### src/sv/usm_div.sv
// Pipelined restoring divider, one quotient bit per stage.
module usm_div #(
    parameter int NW = 16,
    parameter int DW = 9,
    parameter int QW = 8
) (
    input  logic          aclk,
    input  logic          en,
    input  logic [NW-1:0] num,
    input  logic [DW-1:0] den,
    output logic [QW-1:0] quo,
    output logic [DW-1:0] rem
);
    localparam int CW = (NW > DW + QW) ? NW : DW + QW;

    logic [CW-1:0] n_reg [QW];
    logic [DW-1:0] d_reg [QW];
    logic [QW-1:0] q_reg [QW];

    genvar s;
    for (s = 0; s < QW; s++) begin : g_stage
        logic [CW-1:0] n_in;
        logic [CW-1:0] dsh;
        logic [DW-1:0] d_in;
        logic [QW-1:0] q_in;
        if (s == 0) begin : g_first
            assign n_in = CW'(num);
            assign d_in = den;
            assign q_in = '0;
        end else begin : g_next
            assign n_in = n_reg[s-1];
            assign d_in = d_reg[s-1];
            assign q_in = q_reg[s-1];
        end
        assign dsh = CW'(d_in) << (QW - 1 - s);

        always_ff @(posedge aclk) begin
            if (en) begin
                d_reg[s] <= d_in;
                if (n_in >= dsh) begin
                    n_reg[s] <= n_in - dsh;
                    q_reg[s] <= q_in | (QW'(1) << (QW - 1 - s));
                end else begin
                    n_reg[s] <= n_in;
                    q_reg[s] <= q_in;
                end
            end
        end
    end

    assign quo = q_reg[QW-1];
    assign rem = n_reg[QW-1][DW-1:0];
endmodule

### config.mk
export PLATFORM = sky130hd
export DESIGN_NAME = usm_div
export DESIGN_NICKNAME = d
export VERILOG_FILES = /design/src/sv/usm_div.sv
export SDC_FILE = /design/constraint.sdc
export NUM_CORES = 1
export LEC_CHECK = 0
export ABC_AREA = 1
export BUFFER_PORTS_ARGS = -buffer_cell sky130_fd_sc_hd__buf_2
export CELL_PAD_IN_SITES_DETAIL_PLACEMENT = 0
export CELL_PAD_IN_SITES_GLOBAL_PLACEMENT = 1
export CORE_UTILIZATION = 44
export DETAILED_ROUTE_END_ITERATION = 10
export PLACE_DENSITY_LB_ADDON = 0.2
export SLEW_MARGIN = 10
export SYNTH_ARGS = -nofsm -noshare
export SYNTH_HDL_FRONTEND = slang
export SYNTH_SLANG_ARGS = --single-unit
### constraint.sdc
create_clock -name aclk -period 2.1 [get_ports aclk]
set_clock_uncertainty 0.2 [all_clocks]
set_input_delay 0.525 -clock aclk [delete_from_list [all_inputs] [get_ports aclk]]
set_output_delay 0.525 -clock aclk [all_outputs]
set_load 0.02 [all_outputs]
# == Word level (Yosys, flattened, before mapping) ==
# Memories as Yosys holds them, arrays and structs flattened.
# Index checks and enable logic that the tools add are counted.
# classes
n_addsub,8
n_bitwise,16
n_mux,66
n_lt_le_gt_ge,8
# ops
cell,n
two-way mux 17 bit,8
two-way mux 8 bit,8
two-way mux 1 bit,50
greater-or-equal comparator 17 x 10 -> 1 bit,1
greater-or-equal comparator 17 x 11 -> 1 bit,1
greater-or-equal comparator 17 x 12 -> 1 bit,1
greater-or-equal comparator 17 x 13 -> 1 bit,1
greater-or-equal comparator 17 x 14 -> 1 bit,1
greater-or-equal comparator 17 x 15 -> 1 bit,1
greater-or-equal comparator 17 x 9 -> 1 bit,1
subtractor 16 x 16 -> 17 bit,1
subtractor 17 x 10 -> 17 bit,1
subtractor 17 x 11 -> 17 bit,1
subtractor 17 x 12 -> 17 bit,1
subtractor 17 x 13 -> 17 bit,1
subtractor 17 x 14 -> 17 bit,1
subtractor 17 x 15 -> 17 bit,1
subtractor 17 x 9 -> 17 bit,1
greater-or-equal comparator 16 bit,1
OR 1 bit,16
# totals
wordCells,101
n_memories,3
output_inout_bits,17
ff_bits,0
ram_bits,272
# memory_table
memory,depth,word_bits,read_ports,rd_ports_with_merged_regs,wr,line_no,source
n_reg,8,17,8,0,8,16,logic [CW-1:0] n_reg [QW];
d_reg,8,9,7,0,8,17,logic [DW-1:0] d_reg [QW];
q_reg,8,8,8,0,8,18,logic [QW-1:0] q_reg [QW];

# == Logic depth before layout (Yosys ltp) ==
# An unclocked memory read counts as a cell.
# logic_depth
word_depth,6
mapped_depth,14

# == Worst setup path after synthesis ==
# OpenSTA, ideal clock, no wires.
# synth_timing
kind,input to register
start,input num[7]
end,"memory n_reg[0][10] (netlist bit), data pin"
arrival_ns,1.803
slack_ns,-0.156
required_time_ns,1.648
setup_ns,0.252
path_buffers,0
stages,9
cell_sequence,inv_1 > ha_1 > fa_1 > o21ai_2 > nand3_1 > nand2_1 > nand2_2 > nand3_1 > nand2_1
# synth_lines
element,line_no,source
"start, declared",9,"input logic [NW-1:0] num,"
"end, declared",16,

==> flow_metrics.tcl <==
set metrics [dict create \
    setup_tns_ps -3780 \
    antenna_found_initial 0 \
    drcViolationCount 0 \
    drt-total-wl_um 36800 \
    violations "setup timing" \
    whs_ps 41.7 \
    io_buffers 43 \
    async_reset_ff_share_pct 0 \
    critical_path_class "reg2reg" \
    ys_top_cells_by_count "nand2_1, inv_1, edfxtp_1" \
    cp-start-kind "flip-flop" \
    cts_sinks 227 \
    tightest_slew_ps 608 \
    max_freq_mhz 444 \
    dieArea_um2 31000 \
    fin_nets 2066 \
    clk_latency_ps 530 \
    grt_max_degree 111 \
    period_needed_ps 2250 \
    cts_tree "done" \
    synth_top_area_cell "edfxtp_1" \
    dieHeight_um 176 \
    cts-buffers-inserted 26 \
    cts_buffer_depth 3 \
    antenna_left 0 \
    critPathMaxFanout 8 \
    ys_ff_latch 227 \
    htreeDepth 1 \
    finalSetupViolCount 56 \
    drt_iter0_drc 612 \
    gr-usage-met3_pct 2.52 \
    crit_arrival_ps 2450 \
    slew_headroom_pct 59.5 \
    mappedNetlistNets 1644 \
    synth_warnings 0 \
    grtUsageTotal_pct 22.7 \
    synth_top_area_share_pct 51.1 \
    initial_core_util_pct 44.9 \
    synth.area.top_cells "edfxtp_1, nand2_1, inv_1, ha_1, nand3_1" \
    synth_compound_area_share_pct 4.26 \
    largest_register_ff_count 128 \
    place.gp.congestion 0.902 \
    yosysMostFrequentCell "nand2_1" \
    die_width_um 176 \
    antenna_cells 0 \
    setup_ws_ps -154 \
    ys_types 39 \
    place_area_um2 16100 \
    hpwl_um 25700 \
    io_pins 44 \
    synth-edff-count 227 \
    maxSlewViolCount 0 \
    power_density_nw_per_um2 1050 \
    syn2layout_area_growth_pct 46.4 \
    layout-drive-gt1-share_pct 40.2 \
    overflow 0 \
    busiest_layer "met2" \
    core_area_um2 29700 \
    synth-xor-area-share_pct 2.43 \
    yosys.area_share.adder_pct 7.96 \
    avgViaCountPerCell 4.94 \
    ys_seq_area_share_pct 51.1 \
    muxShareOfSynthArea_pct 0 \
    synth_flop_cell "edfxtp_1" \
    num_vias 11700 \
    vdd_ir_drop_max_mv 0.657 \
    grt_pass1_vias 11300 \
    grt_pass1_wl_um 56000 \
    rows 63 \
    status "finished with violations" \
    period_share_pct 107 \
    first_pass_iters 5 \
    path_clk_slew_ps 60 \
    hold_class "in2reg" \
    finalPower_uw 20400 \
    rsz0062_at_grt "yes" \
    synth_simple_gate_area_share_pct 25.8 \
    wl_per_cell_um 15.5 \
    syn-mean-instance-area_um2 8.68 \
    leakage_uw 0.00889 \
    fin_area_um2 19500 \
    worstPathRequired_ps 2300 \
    synth_top_family_by_area "simple AND/OR/NAND/NOR gates" \
    drv_cap 0 \
    end_kind "flip-flop" \
    syn_area_um2 13300 \
    use_met2_pct 43.0 \
    hold_viol 0 \
    syn_inst 1537 \
    cts_root_buf "clkbuf_16" \
    gr-usage-met1_pct 27.0 \
]
path summary, 6_finish.rpt:
kind | from | end | slack (ps) | cells after the start
worst max-delay path | d_reg[3][0] | n_reg[1][11] | -150 | 11
worst min-delay path | num[6] | n_reg[0][6] | 40 | 1
worst max register to register | d_reg[3][0] | n_reg[1][11] | -150 | 11
worst min register to register | q_reg[1][4] | q_reg[1][12] | 220 | 0
per-layer routing:
metal / wire length [µm] / share of wire (%)
met5: 0 / 0
met4: 1050 / 2.9
met3: 1190 / 3.2
met2: 19700 / 53
met1: 14900 / 40
report_power, final:
part / internal (µW) / total (µW) / switching (µW)
sequential: 6060 / 6630 / 569
combinational: 4300 / 9110 / 4800
clock: 2840 / 4690 / 1850
total: 13200 / 20400 / 7220
placed cells by master (no fill, tap or decap), types with 31 or more instances in the layout:
master,synthesis,layout
buf_2,2,42
buf_4,4,331
edfxtp_1,227,227
ha_4,0,49
inv_1,264,222
inv_2,3,41
nand2_1,487,383
nand2_2,7,81
nand2_4,4,31
nand3_1,126,87
nand3_2,4,36
nor2_1,116,94
final cells by class:
class	instances	area, µm²
multi-input cells	1031	7200
repair inverters	1	11.3
fillers	2365	10200
flip-flops and latches	227	6820
repair buffers	405	3090
clock inverters	16	200
well taps	390	488
inverters	267	1030
clock buffers	30	687
critical path, cell delays in order (launching register included):
cell and delay, ps:
edfxtp_1 390, ha_2 220, fa_2 360, inv_2 80, nand3_2 70, nand3_2 80
nand2_2 70, nand2_4 90, nand3b_4 200, nand2_8 210, nand2_1 70, nand2_1 60
cell families (layout without fill, tap and decap cells):
group,count (synthesis),after routing
adder cells (fa/ha/maj),80,80
buffers and inverters,286,719
AO/OA/AOI/OAI,100,101
XOR/XNOR,37,37
flip-flops,227,227
AND/OR/NAND/NOR,807,813
stage by stage:
step | setup WS, ps | cells | util, %
final | -154 | 2367 | 65.7
after global routing | -256 | 2367 | 65.7
after CTS | -95.0 | 2309 | 60.6
after detailed placement | -452 | 2228 | 54.3
after global placement | -400 | 2228 | 54.3
after floorplan | -15.0 | 1537 | -
repair_timing:
item | 4_1_cts | 5_1_grt
pin swaps | 38 | 115
hold buffers | 6 | 0
gates resized for setup | 127 | 277
setup endpoints to repair | 95 | 100
cloned | 4 | 5
setup buffers | 25 | 53
endpoints found under the hold margin | 6 | 0
(Power assumes the default switching activity.)
