--- config.mk ---
export PLATFORM = sky130hd
export DESIGN_NAME = usm_sin
export DESIGN_NICKNAME = d
export VERILOG_FILES = /design/src/sv/usm_pkg.sv /design/src/sv/usm_sin.sv
export SDC_FILE = /design/constraint.sdc
export NUM_CORES = 2
export LEC_CHECK = 0
export BUFFER_PORTS_ARGS = -buffer_cell sky130_fd_sc_hd__buf_4
export CAP_MARGIN = 20
export CORE_MARGIN = 2
export CORE_UTILIZATION = 40
export DETAILED_ROUTE_END_ITERATION = 16
export GPL_TIMING_DRIVEN = 1
export PLACE_DENSITY = 0.63
export SYNTH_ARGS = -nofsm -noshare
export SYNTH_HDL_FRONTEND = slang
export SYNTH_SLANG_ARGS = --single-unit
--- constraint.sdc ---
create_clock -name aclk -period 14.9 [get_ports aclk]
set_input_delay 2.98 -clock aclk [delete_from_list [all_inputs] [get_ports aclk]]
set_output_delay 2.98 -clock aclk [all_outputs]
set_load 0.05 [all_outputs]
--- src/sv/usm_pkg.sv ---
// Shared types, register codes, sine coefficients and Q15 helpers for the UV-sphere tessellator.
package usm_pkg;

    localparam int ITEM_W   = 16;
    localparam int COORD_W  = 16;
    localparam int RADIUS_W = 15;
    localparam int LEV_W    = 8;
    localparam int SLC_W    = 9;
    localparam int CFG_IDX_W = 2;

    localparam logic [CFG_IDX_W-1:0] CFG_RADIUS = 2'd0;
    localparam logic [CFG_IDX_W-1:0] CFG_LEVELS = 2'd1;
    localparam logic [CFG_IDX_W-1:0] CFG_SLICES = 2'd2;

    localparam logic MODE_VERTEX   = 1'b0;
    localparam logic MODE_TRIANGLE = 1'b1;

    // phase dividers produce a 17-bit quotient (theta may reach a full turn)
    localparam int PH_QW = 17;
    localparam int PHASE_W = 16;
    localparam logic [PHASE_W-1:0] QUARTER_TURN = 16'h4000;

    // sine unit
    localparam int SIN_LAT = 7;
    localparam int SIN_W   = 25;
    localparam logic [SIN_W-1:0] SIN_C9 = 25'd2692;
    localparam logic [SIN_W-1:0] SIN_HORNER [4] = '{25'd78547, 25'd1337020,
                                                    25'd10837479, 25'd26353589};

    typedef struct packed {
        logic                mode;
        logic [ITEM_W-1:0]   item_number;
    } usm_in_t;

    typedef struct packed {
        logic signed [COORD_W-1:0] pos_x;
        logic signed [COORD_W-1:0] pos_y;
        logic signed [COORD_W-1:0] pos_z;
        logic [ITEM_W-1:0]         corner_a;
        logic [ITEM_W-1:0]         corner_b;
        logic [ITEM_W-1:0]         corner_c;
        logic                      out_of_range;
    } usm_out_t;

    // (a*b)/2^15, rounded half away from zero
    function automatic logic signed [17:0] mul_q15(input logic signed [17:0] a,
                                                   input logic signed [17:0] b);
        logic signed [35:0] p;
        logic [35:0]        m;
        logic [20:0]        r;
        logic signed [17:0] rs;
        p  = a * b;
        m  = p[35] ? 36'(-p) : 36'(p);
        r  = 21'((m + 36'd16384) >> 15);
        rs = $signed(18'(r));
        return p[35] ? -rs : rs;
    endfunction

endpackage

--- src/sv/usm_sin.sv ---
// Pipelined fixed-point sine of a 16-bit phase, Q15 result.
module usm_sin (
    input  logic                  aclk,
    input  logic                  en,
    input  logic [15:0]           phase,
    output logic signed [17:0]    sin_q15
);
    import usm_pkg::*;

    logic [14:0]      t1_reg;
    logic             n1_reg;
    logic [14:0]      t2_reg;
    logic [14:0]      u2_reg;
    logic             n2_reg;
    logic [SIN_W-1:0] r_reg [4];
    logic [14:0]      th_reg [4];
    logic [14:0]      uh_reg [4];
    logic             nh_reg [4];
    logic [29:0]      tt;
    logic [39:0]      fin;
    logic [16:0]      s_mag;

    // quadrant fold
    always_ff @(posedge aclk) begin
        if (en) begin
            t1_reg <= phase[14] ? 15'(15'd16384 - 15'(phase[13:0])) : 15'(phase[13:0]);
            n1_reg <= phase[15];
        end
    end

    assign tt = 30'(t1_reg) * 30'(t1_reg);
    always_ff @(posedge aclk) begin
        if (en) begin
            t2_reg <= t1_reg;
            u2_reg <= 15'(tt >> 14);
            n2_reg <= n1_reg;
        end
    end

    // Horner steps
    genvar h;
    for (h = 0; h < 4; h++) begin : g_horner
        logic [SIN_W-1:0] r_in;
        logic [14:0]      t_in;
        logic [14:0]      u_in;
        logic             n_in;
        logic [39:0]      prod;
        if (h == 0) begin : g_first
            assign r_in = SIN_C9;
            assign t_in = t2_reg;
            assign u_in = u2_reg;
            assign n_in = n2_reg;
        end else begin : g_next
            assign r_in = r_reg[h-1];
            assign t_in = th_reg[h-1];
            assign u_in = uh_reg[h-1];
            assign n_in = nh_reg[h-1];
        end
        assign prod = 40'(r_in) * 40'(u_in);
        always_ff @(posedge aclk) begin
            if (en) begin
                r_reg[h]  <= SIN_HORNER[h] - SIN_W'(prod >> 14);
                th_reg[h] <= t_in;
                uh_reg[h] <= u_in;
                nh_reg[h] <= n_in;
            end
        end
    end

    assign fin   = 40'(r_reg[3]) * 40'(th_reg[3]) + 40'd4194304;
    assign s_mag = (fin[39:23] > 17'd32768) ? 17'd32768 : fin[39:23];

    always_ff @(posedge aclk) begin
        if (en) begin
            sin_q15 <= nh_reg[3] ? -$signed({1'b0, s_mag}) : $signed({1'b0, s_mag});
        end
    end

    // uh_reg of the last step feeds nothing further
    logic unused_u;
    assign unused_u = ^uh_reg[3];
endmodule

=== After elaboration in Yosys (flattened, before gate mapping) ===
Memory sizes are Yosys's and may differ from the RTL's.
Cells that the tools add are included.

* Bitwise logic cells: 0
* Shifts and indexed selects: 0
* $mul: 6
* Reduce and logical (&&, ||, !) cells: 0
* Div/mod/pow operators: 0
* Magnitude comparators: 1
* Equal/unequal tests: 0
* Add/sub/neg operators: 7
* Multiplexer cells: 5

{| class="wikitable"
|+ Operators with widths
! kind !! count
|-
| multiplier 25 x 15 -> 39 bit || 3
|-
| adder 40 x 23 -> 40 bit (second input constant) || 1
|-
| multiplier 25 x 15 -> 40 bit || 1
|-
| 2-to-1 mux 17 bit || 2
|-
| multiplier 15 x 15 -> 29 bit || 1
|-
| multiplier 10 x 15 -> 25 bit (first input constant) || 1
|-
| subtractor 21 x 25 -> 25 bit (first input constant) || 1
|-
| subtractor 24 x 25 -> 25 bit (first input constant) || 1
|-
| subtractor 25 bit (first input constant) || 1
|-
| negation 17 -> 18 bit || 1
|-
| subtractor 17 x 13 -> 18 bit (first input constant) || 1
|-
| greater-than comparator 17 x 16 -> 1 bit (second input constant) || 1
|-
| subtractor 15 x 14 -> 15 bit (first input constant) || 1
|-
| 2-to-1 mux 14 bit || 1
|-
| 2-to-1 mux 1 bit || 2
|}

* Memories kept: 4
* Bits in latches: 0
* Word-level logic and storage cells: 31
* Output and inout bits: 18
* Memory bits (read-only): 0
* Bits of input ports: 18
* Bits in writable memories: 224
* Register bits after elaboration: 65

{| class="wikitable"
|+ Memories
! name !! words !! bits a word !! read ports !! clocked after Yosys merged registers in !! wr ports !! RTL line !! text
|-
| r_reg || 4 || 25 || 4 || 0 || 4 || usm_sin.sv:15 || <nowiki>logic [SIN_W-1:0] r_reg [4];</nowiki>
|-
| th_reg || 4 || 15 || 4 || 0 || 4 || usm_sin.sv:16 || <nowiki>logic [14:0] th_reg [4];</nowiki>
|-
| uh_reg || 4 || 15 || 3 || 0 || 4 || usm_sin.sv:17 || <nowiki>logic [14:0] uh_reg [4];</nowiki>
|-
| nh_reg || 4 || 1 || 4 || 0 || 4 || usm_sin.sv:18 || <nowiki>logic nh_reg [4];</nowiki>
|}

=== Depth between registers and ports, before layout ===
An unclocked memory read counts as a cell.

* Word-level depth: 7
* Mapped depth: 36
* Gate-level depth less buffers: 33

=== Worst setup path before layout ===
Ideal clock, no wire load.

* Path type: register to register
* From: memory th_reg[3][7]
* To: register sin_q15[10] (data pin)
* Setup slack: 6.323 ns
* Arrival time: 8.316 ns
* Stages on the path, launching flop included: 36
* Clock period less this slack: 8.577 ns
* Library setup time: 0.261 ns
* Buffers on the path: 3
* Required time: 14.639 ns
* Path through: edfxtp_1 > clkbuf_1 > clkbuf_1 > nand2_1 > fa_1 > inv_1 > fa_1 > inv_1 > fa_1 > inv_1 > fa_1 > fa_1 > inv_1 > fa_1 > inv_1 > ha_1 > a21o_1 > a21o_1 > a2111o_1 > o211ai_1 > a2111oi_0 > or3_1 > a211oi_1 > nand4_1 > nand4b_4 > a311o_1 > clkbuf_1 > nor2_1 > nand2_1 > ha_1 > inv_1 > nor4_1 > and2_1 > o21ai_0 > nor3_1 > a311o_1

{| class="wikitable"
|+ RTL lines
! what !! RTL line !! text
|-
| start: declaration || usm_sin.sv:16 ||
|-
| end signal: assignment || usm_sin.sv:75 || <nowiki>sin_q15 <= nh_reg[3] ? -$signed({1'b0, s_mag}) : $signed({1'b0, s_mag});</nowiki>
|-
| end: declaration || usm_sin.sv:6 || <nowiki>output logic signed [17:0] sin_q15</nowiki>
|}

==> results.sh <==
export IMPL_dr_total_vias=39747
export IMPL_wl_mm=134
export IMPL_drc=0
export IMPL_clock_latency_ns=0.58
export IMPL_cts_tree="done"
export IMPL_antenna_found_initial=1
export IMPL_setup_tns_ns=0
export IMPL_synth_area_leaders="fa_1 (40%), edfxtp_1 (13%), ha_1 (13%)"
export IMPL_drt_first_pass_iters=5
export IMPL_largest_reg_flops=85
export IMPL_min_path_type="register to register"
export IMPL_worstPathArrival_ns=9.96
export IMPL_cp_end_kind="register"
export IMPL_ys_seq_area_frac=0.135
export IMPL_nNetsFinal=7617
export IMPL_gp_congestion=0.854
export IMPL_cts_hold_buf=0
export IMPL_period_needed_ns=9.65
export IMPL_worst_hold_slack_ns=0.393
export IMPL_drive_gt1_frac=0.0257
export IMPL_crit_top_cell="fa_1"
export IMPL_r2r_start="th_reg[3][3]"
export IMPL_ys_types=86
export IMPL_ff2ff_setup_slack_ns=5.25
export IMPL_clock_sinks=259
export IMPL_fillers=13766
export IMPL_cp_num_cells=30
export IMPL_finalMaxSlewViolations=0
export IMPL_rr_worst_depth=30
export IMPL_setup_violations=0
export IMPL_fin_skew_ns=0.0439
export IMPL_syn_area_um2=57700
export IMPL_dp_hpwl_mm=106
export IMPL_diodes=0
export IMPL_cts_root_buf="clkbuf_16"
export IMPL_slowest_delay_ns=0.99
export IMPL_status="complete, no violations"
export IMPL_critPathBufInv=4
export IMPL_dp_cells=7719
export IMPL_clockBufferDepth=3
export IMPL_synth_cells=5989
export IMPL_die_h_um=384
export IMPL_drt_iter0_drc=2195
export IMPL_postCtsSetupRepairBufs=0
export IMPL_path_clk_slew_ns=0.06
export IMPL_async_flop_share=0
export IMPL_crit_type="register to register"
export IMPL_ant_nets=0
export IMPL_r2r_end="sin_q15[10]"
export IMPL_cts_resized=0
export IMPL_avgSynthCellArea_um2=9.64
export IMPL_cts_buffers=35
export IMPL_fin_crit_sh=0.648
export IMPL_grt_max_degree=131
export IMPL_rsz0062_at_grt="no"
export IMPL_fmax_ghz=0.104
export IMPL_synth_most_common_cell="inv_1"
export IMPL_htreeDepth=2
export IMPL_core_rowCount=139
export IMPL_ys_flop_type="edfxtp_1"
export IMPL_slew_headroom=0.246
export IMPL_slowest_stage="edfxtp_1"
export IMPL_port_buffers=35
export IMPL_finalNonFillerCells=7782
export IMPL_core_area_um2=143000
export IMPL_path_delay_family="adder cells"
export IMPL_synth_edf_count=259
export IMPL_ys_seq_elements=259
export IMPL_initial_core_util=0.402
export IMPL_grt_ovfl_total=0
export IMPL_worstPathMaxFanout=25
export IMPL_cp_data_required_time_ns=15.21
export IMPL_hold_viol=0
export IMPL_ys_warn_count=0
export IMPL_synth_fp_nets=7751
export IMPL_wl_per_cell_um=17.2
export IMPL_synth_top_cell_area_share=0.401
export IMPL_yosysTopAreaCell="fa_1"
export IMPL_io_pins=36
export IMPL_startpoint="th_reg[3][3]"
export IMPL_first_global_vias=43898
export IMPL_syn2layout_area_growth_pct=5.72
export IMPL_vias_per_cell=5.11
export IMPL_startpoint_type="register"
export IMPL_dieArea_um2=147000
export IMPL_synth_common_cells="inv_1 (1230), fa_1 (1155), nand2_1 (905), ha_1 (589), and2_1 (571)"
export IMPL_grt_pass1_wl_mm=228
export IMPL_timing_critical_path_to="sin_q15[10]"
export IMPL_tightest_slew_ns=1.13
export IMPL_grt_util_all_layers=0.191
export IMPL_max_cap_viol_count=0
export IMPL_die_w_um=384
-- through the flow --
step	instance area, um2	worst slack, ns	util
after global routing	61000	4.72	0.425
after CTS	61000	5.33	0.425
after detailed placement	59700	5.39	0.416
final	61000	5.25	0.425
after global placement	59700	5.52	0.416
after floorplan	57700	6.32	-
-- worst min-delay path by stage --
stage / start / endpoint / slack, ns / cells after the start
2_1_floorplan: n1_reg / g_horner[0].n_in / 0.40 / 0
3_3_place_gp: g_horner[0].t_in[7] / th_reg[0][7] / 0.40 / 0
3_5_place_dp: g_horner[0].t_in[5] / th_reg[0][5] / 0.40 / 0
4_1_cts: th_reg[2][6] / th_reg[3][6] / 0.39 / 0
5_1_grt: th_reg[2][10] / th_reg[3][10] / 0.40 / 0
6_report: th_reg[2][6] / th_reg[3][6] / 0.39 / 0
-- worst register-to-register path: cells and delay by family (launching register included) --
kind / cells / cell delay (ns)
buf+inv: 4 / 0.26
simple gates: 9 / 1.99
fa+ha+maj: 8 / 3.57
flops: 1 / 0.99
compound gates: 9 / 2.56
-- layer usage --
layer	up-vias	wire, um	GRT usage
li1	18156	-	-
met1	20534	58300	0.255
met2	867	66100	0.332
met3	190	5850	0.0219
met4	0	3320	0.0471
met5	-	0	0
-- layout by cell type, fill, tap and decap left out, types with 11 or more instances in the layout --
cell type and instances:
a21o_1 53, nand3_1 36, nor2_1 120, ha_1 589
xnor2_1 123, o21a_1 26, nor4_1 13, or3_1 27
a31oi_1 22, nor3_1 54, edfxtp_1 259, buf_4 64
nand2b_1 15, or2_2 11, xor2_1 62, o211ai_1 25
nor2b_1 20, nand4_1 27, o21ai_0 66, o31ai_1 15
nand2_1 905, and2_1 571, a21oi_1 110, a211oi_1 20
inv_1 1230, and3_1 19, o21bai_1 11, fa_1 1155
clkbuf_16 35
-- logic make-up after synthesis --
group	count (synthesis)	synth area share
AOI/OAI and AO/OA	456	0.0537
xor gates and xnor gates	186	0.0284
adders and majority gates	1744	0.528
buffers and inverters	1471	0.0957
DFF	259	0.135
muxes	9	0.00167
and+or+nand+nor	1864	0.158
-- layout make-up --
type | instances | area, um2 | area share
clock inverter | 25 | 352 | 0.00576
tap | 1903 | 2380 | 0.0390
multi-input combinational | 4259 | 44400 | 0.728
sequential | 259 | 7780 | 0.127
timing repair buffer | 69 | 593 | 0.00972
inverter | 1231 | 4620 | 0.0757
clock buffer | 36 | 880 | 0.0144
Power is not shown: default switching activity piles up to over one toggle a cycle in this logic, so the estimate is an artifact.
